$ cat src/hw/rtl/assert_macros.svh
// Assertion macros for the RTL of the min tracking stack.
`ifndef ASSERT_MACROS_SVH
`define ASSERT_MACROS_SVH

`ifndef SYNTH

// The consequent must hold in the same cycle as the antecedent.
`define MTS_ASSERT_IMP(lbl, clk, rstn, ante, cons) \
    lbl: assert property (@(posedge clk) disable iff (!(rstn)) (ante) |-> (cons)) \
        else $error("assertion failed");

// The consequent must hold in the cycle after the antecedent.
`define MTS_ASSERT_NXT(lbl, clk, rstn, ante, cons) \
    lbl: assert property (@(posedge clk) disable iff (!(rstn)) (ante) |=> (cons)) \
        else $error("assertion failed");

`else

`define MTS_ASSERT_IMP(lbl, clk, rstn, ante, cons)
`define MTS_ASSERT_NXT(lbl, clk, rstn, ante, cons)

`endif

`endif

$ cat src/hw/rtl/mts_pkg.sv
// Types and constants of the min tracking stack.
package mts_pkg;

    localparam int CMD_W    = 2;
    localparam int FIELD_W  = 32;
    localparam int STATUS_W = 2;

    // Command codes of a request.
    typedef enum logic [CMD_W-1:0] {
        CMD_PUSH = 2'd0,
        CMD_POP  = 2'd1,
        CMD_PEEK = 2'd2
    } t_cmd;

    // Status codes of a result.
    typedef enum logic [STATUS_W-1:0] {
        ST_OK    = 2'd0,
        ST_FULL  = 2'd1,
        ST_EMPTY = 2'd2
    } t_status;

    // Control states of the top level.
    typedef enum logic [1:0] {
        S_IDLE = 2'd0,
        S_FILL = 2'd1,
        S_SEND = 2'd2
    } t_state;

    // One result as held in the output register.
    typedef struct packed {
        logic signed [FIELD_W-1:0] top_value;
        logic signed [FIELD_W-1:0] min_value;
        logic                      is_empty;
        t_status                   status;
    } t_result;

endpackage

$ cat src/hw/rtl/mts_if.sv
// Request and result channel interfaces of the min tracking stack.
interface mts_req_if;
    logic                                   valid;
    logic                                   ready;
    logic [mts_pkg::CMD_W-1:0]              command;
    logic signed [mts_pkg::FIELD_W-1:0]     value;

    modport source (output valid, output command, output value, input ready);
    modport sink   (input valid, input command, input value, output ready);
endinterface

interface mts_rsp_if;
    logic                                   valid;
    logic                                   ready;
    logic signed [mts_pkg::FIELD_W-1:0]     top_value;
    logic signed [mts_pkg::FIELD_W-1:0]     min_value;
    logic                                   is_empty;
    logic [mts_pkg::STATUS_W-1:0]           status;

    modport source (output valid, output top_value, output min_value, output is_empty,
                    output status, input ready);
    modport sink   (input valid, input top_value, input min_value, input is_empty,
                    input status, output ready);
endinterface

$ cat src/hw/rtl/mts_ram.sv
// Simple dual-port stack memory with one write port and a registered read port.
module mts_ram #(
    parameter int DEPTH = 64,
    parameter int WIDTH = 32
) (
    input  logic                     i_clk,
    input  logic                     i_we,
    input  logic [$clog2(DEPTH)-1:0] i_waddr,
    input  logic [WIDTH-1:0]         i_wdata,
    input  logic [$clog2(DEPTH)-1:0] i_raddr,
    output logic [WIDTH-1:0]         o_rdata
);

    logic [WIDTH-1:0] mem [DEPTH];
    logic [WIDTH-1:0] r_rdata;

    // Write port.
    always_ff @(posedge i_clk) begin
        if (i_we) begin
            mem[i_waddr] <= i_wdata;
        end
    end

    // Registered read port.
    always_ff @(posedge i_clk) begin
        r_rdata <= mem[i_raddr];
    end

    assign o_rdata = r_rdata;

endmodule

$ cat src/hw/rtl/min_tracking_stack.sv
// Min tracking stack: push, pop and peek with the running minimum of the stored values.
// Push, peek, any ignored request and a pop of the last value have their result
// registered in the cycle after acceptance. A pop that leaves values behind reads the
// new tops from the read port in S_FILL and sends them in S_SEND once the output is free.
// Synchronous active-low reset empties both stacks and drops any pending result;
// the memories are not cleared, since only entries below the counts are ever read.
module min_tracking_stack #(
    parameter int DEPTH      = 64,
    parameter int DATA_WIDTH = 32
) (
    input  logic       i_clk,
    input  logic       i_rst_n,
    mts_req_if.sink    i_req,
    mts_rsp_if.source  o_rsp
);
    import mts_pkg::*;

    `include "assert_macros.svh"

    localparam int AW = $clog2(DEPTH);
    localparam int CW = $clog2(DEPTH + 1);
    localparam logic [CW-1:0] CNT_FULL = CW'(DEPTH);
    localparam logic [CW-1:0] CNT_ONE  = CW'(1);
    localparam logic [CW-1:0] CNT_TWO  = CW'(2);
    localparam logic [CW-1:0] CNT_ZERO = '0;

    t_state                       r_state, n_state;
    logic [CW-1:0]                r_dcount, n_dcount;
    logic [CW-1:0]                r_mcount, n_mcount;
    logic signed [DATA_WIDTH-1:0] r_dtop, n_dtop;
    logic signed [DATA_WIDTH-1:0] r_mtop, n_mtop;
    logic                         r_fill_m, n_fill_m;
    t_status                      r_status, n_status;
    t_result                      r_out, n_out;
    logic                         r_out_valid, n_out_valid;

    logic signed [DATA_WIDTH-1:0] push_val;
    logic                         slot_free;
    logic                         fire;
    logic                         load;
    logic [CW-1:0]                d_less2, m_less2;

    logic                  d_we, m_we;
    logic [AW-1:0]         d_waddr, m_waddr, d_raddr, m_raddr;
    logic [DATA_WIDTH-1:0] d_rdata, m_rdata;

    // Builds a result from the counts and cached tops; an empty stack reads as zero.
    function automatic t_result make_result(input logic [CW-1:0] dc,
                                            input logic [CW-1:0] mc,
                                            input logic signed [DATA_WIDTH-1:0] dt,
                                            input logic signed [DATA_WIDTH-1:0] mt,
                                            input t_status st);
        t_result res;
        res.status    = st;
        res.is_empty  = (dc == CNT_ZERO);
        res.top_value = (dc == CNT_ZERO) ? '0 : FIELD_W'(dt);
        res.min_value = (dc == CNT_ZERO || mc == CNT_ZERO) ? '0 : FIELD_W'(mt);
        return res;
    endfunction

    // The pushed value is sign-extended or cut to the stored width.
    assign push_val  = DATA_WIDTH'(i_req.value);
    assign slot_free = !r_out_valid || o_rsp.ready;
    assign fire      = i_req.valid && i_req.ready;

    assign i_req.ready = (r_state == S_IDLE) && slot_free;

    // Memory addresses: writes go to the next free entry, reads fetch the entry below the top.
    assign d_less2 = r_dcount - CNT_TWO;
    assign m_less2 = r_mcount - CNT_TWO;
    assign d_waddr = r_dcount[AW-1:0];
    assign m_waddr = r_mcount[AW-1:0];
    assign d_raddr = d_less2[AW-1:0];
    assign m_raddr = m_less2[AW-1:0];

    mts_ram #(.DEPTH(DEPTH), .WIDTH(DATA_WIDTH)) u_data_ram (
        .i_clk   (i_clk),
        .i_we    (d_we),
        .i_waddr (d_waddr),
        .i_wdata (push_val),
        .i_raddr (d_raddr),
        .o_rdata (d_rdata)
    );

    mts_ram #(.DEPTH(DEPTH), .WIDTH(DATA_WIDTH)) u_min_ram (
        .i_clk   (i_clk),
        .i_we    (m_we),
        .i_waddr (m_waddr),
        .i_wdata (push_val),
        .i_raddr (m_raddr),
        .o_rdata (m_rdata)
    );

    // Next state, stack updates and result formation.
    always_comb begin
        n_state     = r_state;
        n_dcount    = r_dcount;
        n_mcount    = r_mcount;
        n_dtop      = r_dtop;
        n_mtop      = r_mtop;
        n_fill_m    = r_fill_m;
        n_status    = r_status;
        n_out       = r_out;
        n_out_valid = r_out_valid && !o_rsp.ready;
        d_we        = 1'b0;
        m_we        = 1'b0;
        load        = 1'b0;

        unique case (r_state)
            S_IDLE: begin
                if (fire) begin
                    n_status = ST_OK;
                    load     = 1'b1;
                    unique case (t_cmd'(i_req.command))
                        CMD_PUSH: begin
                            if (r_dcount == CNT_FULL) begin
                                n_status = ST_FULL;
                            end else begin
                                d_we     = 1'b1;
                                n_dcount = r_dcount + CNT_ONE;
                                n_dtop   = push_val;
                                if ((r_mcount == CNT_ZERO || push_val <= r_mtop) &&
                                    r_mcount != CNT_FULL) begin
                                    m_we     = 1'b1;
                                    n_mcount = r_mcount + CNT_ONE;
                                    n_mtop   = push_val;
                                end
                            end
                        end
                        CMD_POP: begin
                            if (r_dcount == CNT_ZERO) begin
                                n_status = ST_EMPTY;
                            end else begin
                                n_dcount = r_dcount - CNT_ONE;
                                n_fill_m = 1'b0;
                                if (r_mcount != CNT_ZERO && r_dtop == r_mtop) begin
                                    n_mcount = r_mcount - CNT_ONE;
                                    n_fill_m = (r_mcount > CNT_ONE);
                                end
                                // Values remain below: wait for the memory to return them.
                                if (r_dcount > CNT_ONE) begin
                                    load    = 1'b0;
                                    n_state = S_FILL;
                                end
                            end
                        end
                        default: begin
                        end
                    endcase
                    if (load) begin
                        n_out       = make_result(n_dcount, n_mcount, n_dtop, n_mtop, n_status);
                        n_out_valid = 1'b1;
                    end
                end
            end
            S_FILL: begin
                n_dtop = $signed(d_rdata);
                if (r_fill_m) begin
                    n_mtop = $signed(m_rdata);
                end
                n_state = S_SEND;
            end
            S_SEND: begin
                if (slot_free) begin
                    n_out       = make_result(r_dcount, r_mcount, r_dtop, r_mtop, r_status);
                    n_out_valid = 1'b1;
                    n_state     = S_IDLE;
                end
            end
            default: begin
                n_state = S_IDLE;
            end
        endcase
    end

    // Control registers.
    always_ff @(posedge i_clk) begin
        if (!i_rst_n) begin
            r_state     <= S_IDLE;
            r_dcount    <= '0;
            r_mcount    <= '0;
            r_out_valid <= 1'b0;
        end else begin
            r_state     <= n_state;
            r_dcount    <= n_dcount;
            r_mcount    <= n_mcount;
            r_out_valid <= n_out_valid;
        end
    end

    // Payload registers.
    always_ff @(posedge i_clk) begin
        r_dtop   <= n_dtop;
        r_mtop   <= n_mtop;
        r_fill_m <= n_fill_m;
        r_status <= n_status;
        r_out    <= n_out;
    end

    assign o_rsp.valid     = r_out_valid;
    assign o_rsp.top_value = r_out.top_value;
    assign o_rsp.min_value = r_out.min_value;
    assign o_rsp.is_empty  = r_out.is_empty;
    assign o_rsp.status    = r_out.status;

    // The minimum stack never holds more entries than the data stack.
    `MTS_ASSERT_IMP(a_min_le_data, i_clk, i_rst_n, 1'b1, r_mcount <= r_dcount)
    // A non-empty stack always has a minimum.
    `MTS_ASSERT_IMP(a_min_present, i_clk, i_rst_n, r_dcount != CNT_ZERO, r_mcount != CNT_ZERO)
    // An empty result reports zero for both values.
    `MTS_ASSERT_IMP(a_empty_zero, i_clk, i_rst_n, r_out_valid && r_out.is_empty, r_out.top_value == '0 && r_out.min_value == '0)
    // A refill always moves on to sending its result.
    `MTS_ASSERT_NXT(a_fill_send, i_clk, i_rst_n, r_state == S_FILL, r_state == S_SEND)

endmodule

$ cat src/flat_wrapper.sv
// flat-port wrapper written by rule: the top's interface ports become plain ports
module min_tracking_stack_flat import mts_pkg::*;
#(
    parameter int DEPTH      = 64,
    parameter int DATA_WIDTH = 32
)
  (i_clk, i_rst_n, i_req_valid, i_req_command, i_req_value, i_req_ready, o_rsp_valid, o_rsp_top_value, o_rsp_min_value, o_rsp_is_empty, o_rsp_status, o_rsp_ready);
  mts_req_if i_req_i ();
  mts_rsp_if o_rsp_i ();
  input  logic i_clk;
  input  logic i_rst_n;
  input wire logic [$bits(i_req_i.valid)-1:0] i_req_valid;
  input wire logic [$bits(i_req_i.command)-1:0] i_req_command;
  input wire logic [$bits(i_req_i.value)-1:0] i_req_value;
  output wire logic [$bits(i_req_i.ready)-1:0] i_req_ready;
  output wire logic [$bits(o_rsp_i.valid)-1:0] o_rsp_valid;
  output wire logic [$bits(o_rsp_i.top_value)-1:0] o_rsp_top_value;
  output wire logic [$bits(o_rsp_i.min_value)-1:0] o_rsp_min_value;
  output wire logic [$bits(o_rsp_i.is_empty)-1:0] o_rsp_is_empty;
  output wire logic [$bits(o_rsp_i.status)-1:0] o_rsp_status;
  input wire logic [$bits(o_rsp_i.ready)-1:0] o_rsp_ready;
  assign i_req_i.valid = i_req_valid;
  assign i_req_i.command = i_req_command;
  assign i_req_i.value = i_req_value;
  assign i_req_ready = i_req_i.ready;
  assign o_rsp_valid = o_rsp_i.valid;
  assign o_rsp_top_value = o_rsp_i.top_value;
  assign o_rsp_min_value = o_rsp_i.min_value;
  assign o_rsp_is_empty = o_rsp_i.is_empty;
  assign o_rsp_status = o_rsp_i.status;
  assign o_rsp_i.ready = o_rsp_ready;
  min_tracking_stack #(.DEPTH(DEPTH), .DATA_WIDTH(DATA_WIDTH)) u_core (.i_clk(i_clk), .i_rst_n(i_rst_n), .i_req(i_req_i), .o_rsp(o_rsp_i));
endmodule
$ cat config.mk
export PLATFORM = sky130hd
export DESIGN_NAME = min_tracking_stack_flat
export DESIGN_NICKNAME = d
export VERILOG_FILES = /design/src/hw/rtl/mts_pkg.sv /design/src/hw/rtl/mts_if.sv /design/src/hw/rtl/mts_ram.sv /design/src/hw/rtl/min_tracking_stack.sv /design/src/flat_wrapper.sv
export VERILOG_INCLUDE_DIRS = /design/src /design/src/hw/rtl
export SDC_FILE = /design/constraint.sdc
export NUM_CORES = 2
export LEC_CHECK = 0
export BUFFER_PORTS_ARGS = -buffer_cell sky130_fd_sc_hd__buf_2
export CAP_MARGIN = 20
export CORE_UTILIZATION = 47
export DETAILED_ROUTE_END_ITERATION = 8
export SYNTH_ARGS = -nofsm -noshare
export SYNTH_HDL_FRONTEND = slang
export SYNTH_SLANG_ARGS = --single-unit
$ cat constraint.sdc
create_clock -name i_clk -period 8.9 [get_ports i_clk]
set_input_delay 0 -clock i_clk [delete_from_list [all_inputs] [get_ports i_clk]]
set_output_delay 0 -clock i_clk [all_outputs]
set_load 0.005 [all_outputs]
=== After elaboration in Yosys (flattened, before gate mapping) ===
Memory sizes are Yosys's and may differ from the RTL's. A register that Yosys moved wholly into a read port is not among the register bits.
Cells that the tools add are included.

* Memories kept: 2
* Register bits: 151
* Bits of input ports: 38
* Memory bits (writable): 4096

* Multiplexer cells: 61
* Reduce and logical (&&, ||, !) cells: 26
* Order comparisons: 3
* Bitwise operators: 1
* $add $sub $neg: 6
* Eq/ne operators: 13

{| class="wikitable"
|+ Memories
! memory !! words !! width !! read ports !! clocked after Yosys merged registers in !! wr ports !! RTL line !! RTL
|-
| u_core.u_data_ram.mem || 64 || 32 || 1 || 1 || 1 || mts_ram.sv:14 || <nowiki>logic [WIDTH-1:0] mem [DEPTH];</nowiki>
|-
| u_core.u_min_ram.mem || 64 || 32 || 1 || 1 || 1 || mts_ram.sv:14 ||
|}

{| class="wikitable"
|+ Operators with widths
! operator !! number
|-
| 2-to-1 mux 32 bit || 12
|-
| 2-to-1 mux 67 bit || 3
|-
| one-hot mux 67 bit (2 select lines) || 1
|-
| one-hot mux 32 bit (2 select lines) || 2
|-
| 2-to-1 mux 7 bit || 10
|-
| == test 32 bit || 1
|-
| <= comparator 32 bit || 1
|-
| logical NOT 7 bit || 4
|-
| one-hot mux 7 bit (2 select lines) || 2
|-
| 2-to-1 mux 1 bit || 22
|-
| adder 7 x 1 -> 7 bit, second input constant || 2
|-
| > comparator 7 x 1 -> 1 bit, second input constant || 2
|-
| subtractor 7 x 1 -> 7 bit, second input constant || 2
|-
| 2-to-1 mux 2 bit || 6
|-
| subtractor 6 x 2 -> 6 bit, second input constant || 2
|-
| inequality test 2 bit, second input constant || 4
|-
| AND reduction 4 bit || 2
|-
| == test 7 bit, second input constant || 1
|-
| inequality test 7 bit, second input constant || 1
|-
| nonzero test 7 bit || 1
|-
| inequality test 2 x 1 -> 1 bit, second input constant || 3
|-
| one-hot mux 2 bit (3 select lines) || 1
|-
| logical AND 1 bit || 5
|-
| AND reduction 5 bit || 1
|-
| 11 further kinds || 19
|}

=== Logic depth before layout (Yosys ltp) ===
* Depth after elaboration: 14
* Depth in mapped cells: 18
* Depth with buffers taken out: 12

=== Hierarchy ===
A second synthesis with hierarchy kept.

* Cells, all modules: 7651
* Area total of the unflattened synthesis: 166823.7 µm²

{| class="wikitable"
|+ By module, submodules not included
! module !! cells an instance !! area each (µm²) !! sequential area each (µm²) !! instances
|-
| mts_ram || 3324 || 78515.3 || 62139.6 || 2
|-
| min_tracking_stack || 1003 || 9793.1 || 4364.2 || 1
|}

=== Worst setup path after synthesis ===
No wires, ideal clock.

* Kind: register to register
* Start: register u_core.r_dcount[1]
* End: register u_core.r_out (netlist bit u_core.o_rsp.is_empty) (enable)
* Clock period less this slack: 7966 ps
* Arrival: 7391 ps
* Library setup time: 575 ps
* Path buffers: 4
* Slack: 934 ps
* Stages on the path, launching flop included: 13
* Cells stage by stage: dfxtp_1 clkbuf_1 clkbuf_1 clkbuf_1 buf_1 inv_1 ha_1 a21boi_0 a21oi_1 o31a_1 inv_1 a21oi_1 nor3_1

* Word-level cells in the longest chain between the ends: 8
* Elaborated cells on any way between the ends: 9
* Those cells by class: order compare (1); eq/ne (1); mux (5); reduce/logical (2)

{| class="wikitable"
|+ Ends and longest elaborated chain
! what !! RTL line !! RTL
|-
| start, declared || min_tracking_stack.sv:28 || <nowiki>logic [CW-1:0] r_dcount, n_dcount;</nowiki>
|-
| start signal, assigned || min_tracking_stack.sv:185 || <nowiki>r_dcount <= n_dcount;</nowiki>
|-
| > comparator 7 x 1 -> 1 bit || min_tracking_stack.sv:141 || <nowiki>if (r_dcount > CNT_ONE) begin</nowiki>
|-
| 2-to-1 mux 1 bit || min_tracking_stack.sv:141 ||
|-
| 2-to-1 mux 1 bit (*) || min_tracking_stack.sv:131 || <nowiki>if (r_dcount == CNT_ZERO) begin</nowiki>
|-
| 2-to-1 mux 1 bit (*) || min_tracking_stack.sv:114 || <nowiki>unique case (t_cmd'(i_req.command))</nowiki>
|-
| 2-to-1 mux 1 bit (*) || min_tracking_stack.sv:111 || <nowiki>if (fire) begin</nowiki>
|-
| 2-to-1 mux 1 bit (*) || min_tracking_stack.sv:109 || <nowiki>unique case (r_state)</nowiki>
|-
| inequality test 2 bit (no line) (*) || n/a ||
|-
| AND reduction 4 bit (no line) (*) || n/a ||
|-
| end signal, assigned || min_tracking_stack.sv:197 || <nowiki>r_out <= n_out;</nowiki>
|-
| end, declared || min_tracking_stack.sv:34 || <nowiki>t_result r_out, n_out;</nowiki>
|}

Every way passes the cells marked *; elsewhere a longest branch is shown, timed or not. The select of a mux whose other input is x is not followed.
A chain may end at the register's enable or synchronous reset.

=== Worst setup path after layout ===
* Start: register u_core.r_dcount[0]
* End: memory u_core.u_min_ram.mem[52][26] (enable)

* Word-level cells in the longest chain between the ends: 7

{| class="wikitable"
|+ Ends and longest elaborated chain
! what !! RTL line !! RTL
|-
| == test 7 bit || min_tracking_stack.sv:116 || <nowiki>if (r_dcount == CNT_FULL) begin</nowiki>
|-
| 2-to-1 mux 1 bit || min_tracking_stack.sv:116 ||
|-
| 2-to-1 mux 1 bit || min_tracking_stack.sv:114 ||
|-
| 2-to-1 mux 1 bit || min_tracking_stack.sv:111 ||
|-
| 2-to-1 mux 1 bit || min_tracking_stack.sv:109 ||
|-
| 2-to-1 mux 1 bit || mts_ram.sv:19 || <nowiki>if (i_we) begin</nowiki>
|-
| 2-to-1 mux 1 bit (not written as such) || mts_ram.sv:20 || <nowiki>mem[i_waddr] <= i_wdata;</nowiki>
|-
| end, declared || mts_ram.sv:14 ||
|}

Every way passes these cells.

==> metrics.cfg <==
[synthesis]
async_reset_ff_frac = 0
avgSynthCellArea_um2 = 23.9
synthTopCellsByArea = edfxtp_1 77%, mux4_2 18%, dfxtp_1 0.98%
yosysUniqueCellTypes = 73
ys.warnings.count = 0
ys_ff_latch = 4311
synth_ff_type = edfxtp_1
synth_top_area_frac = 0.766
netlist_instances = 6925
yosysTopAreaCell = edfxtp_1
netlist_area_mm2 = 0.166
syn_nets = 7012
synth_edf_count = 4230
ys_seq_area_frac = 0.776

[run]
max_cap_violations = 0

[final_layout]
syn2layout_area_growth_pct = 13.8
layout_commonest_cell = edfxtp_1
postLayoutCoreUtil = 0.539
final_cell_area_mm2 = 0.189
final_nets = 7495
final_cell_mix = 4,230 x edfxtp_1, 1,318 x mux4_2, 428 x clkbuf_16
fill_cells = 26200
seqCellArea_mm2 = 0.129
drive_gt1_frac = 0.320
multiInputGateArea_mm2 = 0.0366

[critical_path]
crit_arrival_ns = 6.66
r2r_end = u_core.u_min_ram.mem[52][26]$_DFFE_PP_
r2r_slack_ns = 2.87
end_kind = register
start_kind = register
cp.required_ns = 9.53
reg2reg_from = u_core.r_dcount[0]$_SDFFE_PN0P_
ff2ff_path_depth = 10
criticalPathCategory = reg2reg
crit_path_max_fanout = 21

[place]
placedInstanceArea_mm2 = 0.174
io_buffers = 106
gp_congestion = 0.925
dpl.hpwl_mm = 268

[power]
power_density_mw_per_mm2 = 232
swShare = 0.225
p_switching_uw = 9850
sequentialPowerShare = 0.520
p_leak_uw = 0.0573
ir_drop_uv = 187
pwr-share-clk = 0.404
p_comb_frac = 0.076
p_int_uw = 33900

[min_path]
hold_path_depth = 2
hold_start = i_req_value[21]
holdPathEnd = u_core.u_min_ram.mem[57][21]$_DFFE_PP_
hold_path_class = in2reg

[drt]
ant_nets = 0
routed_wl_mm = 449
firstDrtPassIters = 6
drc = 0
vias = 77600
wl_per_cell_um = 36.3
via_per_inst = 6.27
drtIter0Drc = 10300

[clock_tree]
clock_latency_ns = 0.97
postCtsSetupBuffers = 0
htreeDepth = 5
clock-sinks = 4311
cts_buffer_depth = 4
path_clk_slew_ns = 0.07
root_buffer = clkbuf_16
cts_tree = yes
cts_buffers = 419

[global_routing]
grt_max_degree = 130
antenna_found_initial = 44
grt_first_pass_wirelength_mm = 625
grt-ovfl-total = 0
track_usage = 0.252
grt_pass1_vias = 77100

[timing]
rsz0062_at_grt = no
final.period_utilization = 0.677
layout_min_cycle_time_ns = 6.03
relSlewSlack = 0.157
skew_ns = 0.0373
worst_pin_slew_ns = 1.23
drv_slew = 0
fmax_ghz = 0.166
tns_ns = 0
setup_violations = 0
hold_violations = 0

[floorplan]
io_pins = 107
die_h_um = 596
die_x_um = 596
initial_core_util = 0.473
row_count = 217
fp.dieArea_mm2 = 0.355
core_mm2 = 0.350

[run_status]
status = finished, final reports clean

## registers in the layout (all words and copies together) (netlist names), 32 cells and up
signal                     cells
u_core.o_rsp.min_value        32
u_core.o_rsp.top_value        32
u_core.r_dtop                 32
u_core.r_mtop                 32
u_core.u_data_ram.mem       2048
u_core.u_data_ram.o_rdata     32
u_core.u_min_ram.mem        2048
u_core.u_min_ram.o_rdata      32
## worst max-delay path: stages (launching register included)
cell and delay, ns:
dfxtp_4 0.61, clkinv_1 0.39, ha_1 0.44, nand3_1 0.30, nand2_1 0.27, nor2_1 0.85, nand2_1 0.34, nor2_1 0.36
nand2_1 0.74, nor2_4 0.96, buf_4 0.37
## worst max-delay path by stage
stage,slack [ns],end,startpoint
2_1_floorplan,0.93,u_core.o_rsp.is_empty$_DFFE_PP_,u_core.r_dcount[1]$_SDFFE_PN0P_
3_3_place_gp,3.14,u_core.u_min_ram.mem[51][29]$_DFFE_PP_,i_req_value[15]
3_5_place_dp,3.04,u_core.u_min_ram.mem[51][5]$_DFFE_PP_,i_req_value[15]
4_1_cts,3.06,u_core.u_min_ram.mem[52][26]$_DFFE_PP_,u_core.r_dcount[0]$_SDFFE_PN0P_
5_1_grt,2.76,u_core.u_min_ram.mem[52][26]$_DFFE_PP_,u_core.r_dcount[0]$_SDFFE_PN0P_
6_report,2.87,u_core.u_min_ram.mem[52][26]$_DFFE_PP_,u_core.r_dcount[0]$_SDFFE_PN0P_
## layout make-up
| cell class | count | share of cell area |
|---|---|---|
| clock buffers | 511 | 0.0587 |
| well taps | 4599 | 0.0305 |
| clock inverters | 260 | 0.0133 |
| inverters | 45 | 0.000895 |
| repair buffers | 430 | 0.0203 |
| multi-input cells | 2201 | 0.194 |
| diodes | 25 | 0.000332 |
| flip-flops and latches | 4311 | 0.682 |
## cells by family (layout without fill, tap and decap cells)
kind of cell / after synthesis / after routing / share of synthesized area
simple gates: 419 / 419 / 0.0117
fa+ha+maj: 49 / 49 / 0.00370
buf+inv: 413 / 1246 / 0.00993
compound gates: 264 / 264 / 0.0108
other cells: 0 / 25 / 0
xor+xnor: 46 / 46 / 0.00243
mux: 1423 / 1423 / 0.186
flops: 4311 / 4311 / 0.776
## per-layer routing
layer | share of wire | global-route usage
met4 | 0.042 | 0.0922
met3 | 0.070 | 0.0318
met2 | 0.49 | 0.409
met5 | 0.00020 | 0
met1 | 0.40 | 0.355
## Yosys cell counts, drive strengths merged, types with 2 or more instances
cell and instances:
edfxtp 4230, mux4 1318, clkbuf 245, nor2 154, nand2 132, buf 122
mux2i 91, o21ai 87, dfxtp 81, a22o 65, ha 49, inv 44
a21oi 42, xor2 35, nand3 33, nor2b 19, a211oi 16, mux2 14
nor4 12, nand4 11, nor3 11, xnor2 11, a31oi 10, a21boi 9
and2 9, or3 9, and3 8, o21a 6, nand3b 4, o211ai 4
o31ai 4, a21o 3, a221oi 3, nor3b 3, o31a 3, or2 3
or3b 3, or4 3, nand2b 2, o22ai 2, o41ai 2, or4b 2
## power groups by stage
stage          registers, uW  clock network, uW  logic [uW]
3_5_place_dp           23200                  0        3330
5_1_grt                22700              18700        3450
3_3_place_gp           23200                  0        3290
2_1_floorplan          23000                  0        1750
4_1_cts                22700              17900        3360
6_report               22800              17700        3320
## timing repair
action                                 in CTS  in global routing
endpoints found under the hold margin    2312                  0
gates resized for setup                     0                  0
hold buffers                               44                  0
## metrics by stage
step / power [uW] / std cells / hold slack (ns) / worst slack, ns
after detailed placement: 26500 / 11500 / 0.414 / 3.04
after global routing: 44900 / 12400 / 0.0403 / 2.76
final: 43800 / 12400 / 0.0645 / 2.87
after global placement: 26500 / 11500 / 0.409 / 3.14
after CTS: 44100 / 12300 / 0.00255 / 3.06
after floorplan: 24800 / 6925 / 0.0989 / 0.934
Power figures use the tool's default switching activity.
